--- src/rtl/sgvs_pkg.sv ---
// Shared types and constants of the staggered grid velocity sampler.
// No dependencies; imported by sgvs_div and the top level.
`default_nettype none
package sgvs_pkg;
  localparam int DefGridW = 64;
  localparam int DefGridH = 64;
  localparam logic [30:0] CellSizeReset = 31'd65536;
  localparam int FracBits = 16;

  typedef enum logic [1:0] {
    CMD_WR_H   = 2'd0,
    CMD_WR_V   = 2'd1,
    CMD_SAMPLE = 2'd2,
    CMD_NONE   = 2'd3
  } cmd_t;

  typedef enum logic [2:0] {
    ST_IDLE,
    ST_DIVX,
    ST_DIVY,
    ST_READ,
    ST_LERP,
    ST_DONE
  } state_t;

  // Register byte address of cell_size.
  localparam logic [0:0] REG_CELL_SIZE = 1'b0;
endpackage
`default_nettype wire

--- src/rtl/sgvs_div.sv ---
// Bit-serial floor divider: splits a signed coordinate by the cell size into a
// cell index and a Q0.16 weight, one quotient bit per cycle. Uses sgvs_pkg.
`default_nettype none
module sgvs_div
  import sgvs_pkg::*;
(
  input  wire logic               clk,
  input  wire logic               rst_n,
  input  wire logic               start,
  input  wire logic signed [31:0] dividend,
  input  wire logic [30:0]        divisor,
  output logic                    done,
  output logic signed [32:0]      quot,
  output logic [FracBits-1:0]     wgt
);
  localparam int Steps = 32 + FracBits;

  logic [31:0]       dvd_r;
  logic [30:0]       rem_r;
  logic [30:0]       dsr_r;
  logic [Steps-1:0]  q_r;
  logic              neg_r;
  logic              busy_r;
  logic              done_r;
  logic [5:0]        cnt_r;
  logic [31:0]       trial;
  logic              ge;
  logic [31:0]       qm;
  logic [FracBits-1:0] frac;
  logic              exact;
  logic [FracBits:0] wneg;

  assign trial = {rem_r, dvd_r[31]};
  assign ge    = trial >= {1'b0, dsr_r};

  always_ff @(posedge clk) begin
    if (!rst_n) begin
      busy_r <= 1'b0;
      done_r <= 1'b0;
      cnt_r  <= '0;
    end else begin
      done_r <= 1'b0;
      if (start) begin
        busy_r <= 1'b1;
        cnt_r  <= '0;
      end else if (busy_r) begin
        cnt_r <= cnt_r + 6'd1;
        if (cnt_r == 6'(Steps - 1)) begin
          busy_r <= 1'b0;
          done_r <= 1'b1;
        end
      end
    end
  end

  always_ff @(posedge clk) begin
    if (start) begin
      dvd_r <= dividend[31] ? (32'd0 - dividend) : dividend;
      neg_r <= dividend[31];
      dsr_r <= (divisor == 31'd0) ? 31'd1 : divisor;
      rem_r <= '0;
      q_r   <= '0;
    end else if (busy_r) begin
      dvd_r <= {dvd_r[30:0], 1'b0};
      rem_r <= ge ? 31'(trial - {1'b0, dsr_r}) : trial[30:0];
      q_r   <= {q_r[Steps-2:0], ge};
    end
  end

  assign qm    = q_r[Steps-1:FracBits];
  assign frac  = q_r[FracBits-1:0];
  assign exact = (frac == '0) && (rem_r == '0);
  // A negative value that is not a whole number of cells steps down one cell and
  // takes the complementary weight, rounded down.
  assign wneg  = (FracBits+1)'(1 << FracBits) - {1'b0, frac}
               - {{FracBits{1'b0}}, (rem_r != '0)};

  always_comb begin
    if (!neg_r) begin
      quot = $signed({1'b0, qm});
      wgt  = frac;
    end else if (exact) begin
      quot = 33'sd0 - $signed({1'b0, qm});
      wgt  = '0;
    end else begin
      quot = 33'sd0 - $signed({1'b0, qm}) - 33'sd1;
      wgt  = wneg[FracBits-1:0];
    end
  end

  assign done = done_r;
endmodule
`default_nettype wire

--- config.mk ---
export PLATFORM = sky130hd
export DESIGN_NAME = sgvs_div
export DESIGN_NICKNAME = d
export VERILOG_FILES = /design/src/rtl/sgvs_pkg.sv /design/src/rtl/sgvs_div.sv
export SDC_FILE = /design/constraint.sdc
export NUM_CORES = 1
export LEC_CHECK = 0
export BUFFER_PORTS_ARGS = -buffer_cell sky130_fd_sc_hd__buf_2
export CORE_MARGIN = 3
export CORE_UTILIZATION = 43
export CTS_CLUSTER_DIAMETER = 150
export CTS_CLUSTER_SIZE = 25
export DETAILED_ROUTE_END_ITERATION = 8
export GPL_TIMING_DRIVEN = 1
export SLEW_MARGIN = 20
export SYNTH_ARGS = -nofsm -noshare
export SYNTH_HDL_FRONTEND = slang
export SYNTH_SLANG_ARGS = --single-unit
--- constraint.sdc ---
create_clock -name clk -period 5 [get_ports clk]
set_input_delay 1 -clock clk [delete_from_list [all_inputs] [get_ports clk]]
set_output_delay 1 -clock clk [all_outputs]
set_load 0.005 [all_outputs]
==> metrics <==
global route total overflow=0; # H-tree levels=4; Final Skew=about 14 ps; top cells by area, synth=edfxtp_1, dfxtp_1, ha_1; Max clock buf depth=2; Rows=58; Critical Path AT=about 4000 ps; Residual DRC=0; clock buffer count from CTS=17; crit path kind=reg -> out; Placer Congestion=roughly 0.9; Die Height=between 150 and 200 um; DRT iter0 DRCs=579; Post-Syn Instances=roughly 1.3k; final wirelength=~27000 um; Pleak=0.00535 uW; pin count of the biggest net entering global routing=88; CTS tree=yes; DRT antenna net count=0; Reg2Reg Capture Point=rem_r[25]; post-route insts no fill=around 1.7k; DIE WIDTH=roughly 170 um; Tcrit/Tclk final=1.00; Initial Utilization=0.438; vias per std cell=around 5.6; nets=roughly 1.5k; syn avg cell area=about 8.3 um^2; # diodes=0; most common cell after layout, fill and taps aside=nor2_1; via count=slightly below 10k; Area growth, synth to finish=14.1%; number of distinct library cells after synthesis=between 70 and 80; cell taking the most area after synthesis=edfxtp_1; outcome=complete, but fails checks; DP Wirelength=around 20000 um; worst skew pair latency=between 400 and 500 ps; drt wl/cell=approximately 16 um; Synth top area share=0.174; final hold viol count=0; fmax=approximately 200 MHz; vias in the first global route=8919; initial antenna violation count=0; type of destination of the critical path=output pin; HP Class=reg -> reg; crit path from=rem_r[23]; worst slew pin tran=around 850 ps; CTS sink count=151; CP required=4000 ps; die area=approximately 28000 um^2; first-pass GRT wire length=roughly 45000 um; GRT Resource Usage Total=0.191; critical path fanouts, max=4; crit path to=wgt[15]; clock edge transition at the registers on the reported setup and hold paths=70 ps; core box area=25300 um^2; Startpoint Class=flop; router iterations before antenna repair=5; Slew headroom=0.429; final core utilization=0.500; reg-to-reg slack, setup=1340 ps; Tot Pwr=about 3400 uW; worst flop-to-flop path startpoint=dsr_r[0]; Setup Total Neg Slack=-2.85 ps; sequential-to-total area share from yosys stat=0.331; port bufs=around 120; critical path's largest stage delay=between 500 and 600 ps; Yosys Warn Count=0; Cell Area, Synth=~11000 um^2; dpl cells=approximately 1.7k; number of enable flip-flop cells after synthesis=64; critical-path cell list=or4_4, nor4_4, nor3b_4, ha_2, ha_4, inv_2, ha_4, o21bai_1, a21oi_2, o21ai_1, a31oi_2, o21bai_2, a2111oi_4, o41ai_2, xor2_1, o22ai_1, buf_2; Clock Tree Root=clkbuf_16; failing checks=negative setup slack; Mapped Nets=between 1k and 1.5k; Final Worst Setup Slack=-2.85 ps; Top Ports=between 100 and 150; RSZ-0062 raised after global routing=true; Slew Limit Fails=0; ys flop type=dfxtp_1; most frequent cells in the layout=nor2_1, buf_2, nand2_1; Max-Cap Viols=0; P per Cell Area=271 nW/um^2; ys async rst share=0; post-layout minimum cycle time=about 5000 ps; FF+latch count, synth=151; Final Setup Violations=1; R2R depth=12; slowest cell on the critical path=or4_4; Crit path top cell by count=ha_4; Worst VDD drop=0.201 mV; share of cells above drive strength 1=0.156
## cell type report
cell class	count	area, um^2
clock buffer	18	429
fill	2443	12600
multi-input combinational	999	6910
inverter	67	251
tap	330	413
clock inverter	14	174
sequential	151	3670
timing repair buffer	140	773
## worst max-delay path: cells and delay by family (launching register included)
family | cells | cell delay [ps]
AND/OR/NAND/NOR | 3 | 1010
XOR/XNOR | 1 | 170
adder cells (fa/ha/maj) | 3 | 510
flip-flops | 1 | 340
AO/OA/AOI/OAI | 8 | 1360
buffers and inverters | 2 | 190
## Yosys cell counts (all sizes together), types with 5 or more instances
| cell | number |
|---|---|
| o22ai | 13 |
| a21oi | 75 |
| nor4 | 30 |
| a21o | 15 |
| a22oi | 5 |
| o31ai | 11 |
| o41ai | 9 |
| nand3 | 29 |
| o311ai | 5 |
| ha | 59 |
| or3 | 18 |
| clkbuf | 91 |
| edfxtp | 64 |
| a31oi | 7 |
| nand2 | 87 |
| o21ai | 62 |
| nor3 | 33 |
| and4 | 5 |
| o21bai | 11 |
| xor2 | 64 |
| dfxtp | 87 |
| a211oi | 34 |
| buf | 19 |
| o21a | 7 |
| xnor2 | 60 |
| o211ai | 10 |
| nand4 | 20 |
| inv | 67 |
| nor2 | 167 |
| and2 | 5 |
| mux2i | 70 |
| or2 | 5 |
| or4 | 12 |
| and3 | 10 |
## state kept, by name, indices dropped and copies added (netlist names)
register	count
busy_r	1
cnt_r	6
done	1
dsr_r	31
dvd_r	32
neg_r	1
q_r	48
rem_r	31
## per-layer routing
metal / routed length, um / track usage
met3: 945 / 0.0300
met2: 13100 / 0.322
met4: 322 / 0.0423
met5: 0 / 0
met1: 12900 / 0.258
## cell families after synthesis
group                      share of synthesized area
buffers and inverters                         0.0616
DFF                                            0.331
AOI/OAI and AO/OA                              0.178
and+or+nand+nor                                0.198
xor gates and xnor gates                      0.0982
muxes                                         0.0644
adders and majority gates                     0.0685
## how the worst min path moves through the flow
stage / startpoint / end / cells after the start
2_1_floorplan: cnt_r[5] / cnt_r[5] / 2
3_3_place_gp: cnt_r[5] / cnt_r[5] / 2
3_5_place_dp: cnt_r[5] / cnt_r[5] / 2
4_1_cts: cnt_r[5] / cnt_r[5] / 2
5_1_grt: rem_r[8] / rem_r[8] / 2
6_report: cnt_r[5] / cnt_r[5] / 2
## where the power goes
part	switching, uW	internal, uW	leakage, uW
combinational	378	292	0.00373
sequential	49.9	1360	0.00134
clock	547	791	0.000285
total	975	2450	0.00535
## per-stage QoR
stage          area [um^2]  setup WS (ps)  hold WS, ps
6_report             12600          -2.85          493
3_5_place_dp         11800            280          489
5_1_grt              12600           -252          544
3_3_place_gp         11800            327          475
4_1_cts              12400          -13.5          498
2_1_floorplan        11100            695          458
## timing repair
| action | in CTS | in global routing |
|---|---|---|
| gates resized for setup | 1 | 36 |
| hold buffers | 0 | 0 |
| cloned | 0 | 0 |
| setup endpoints to repair | 5 | 16 |
| pin swaps | 1 | 15 |
| setup buffers | 2 | 6 |
Note: power is estimated with default switching activity, not from simulation.
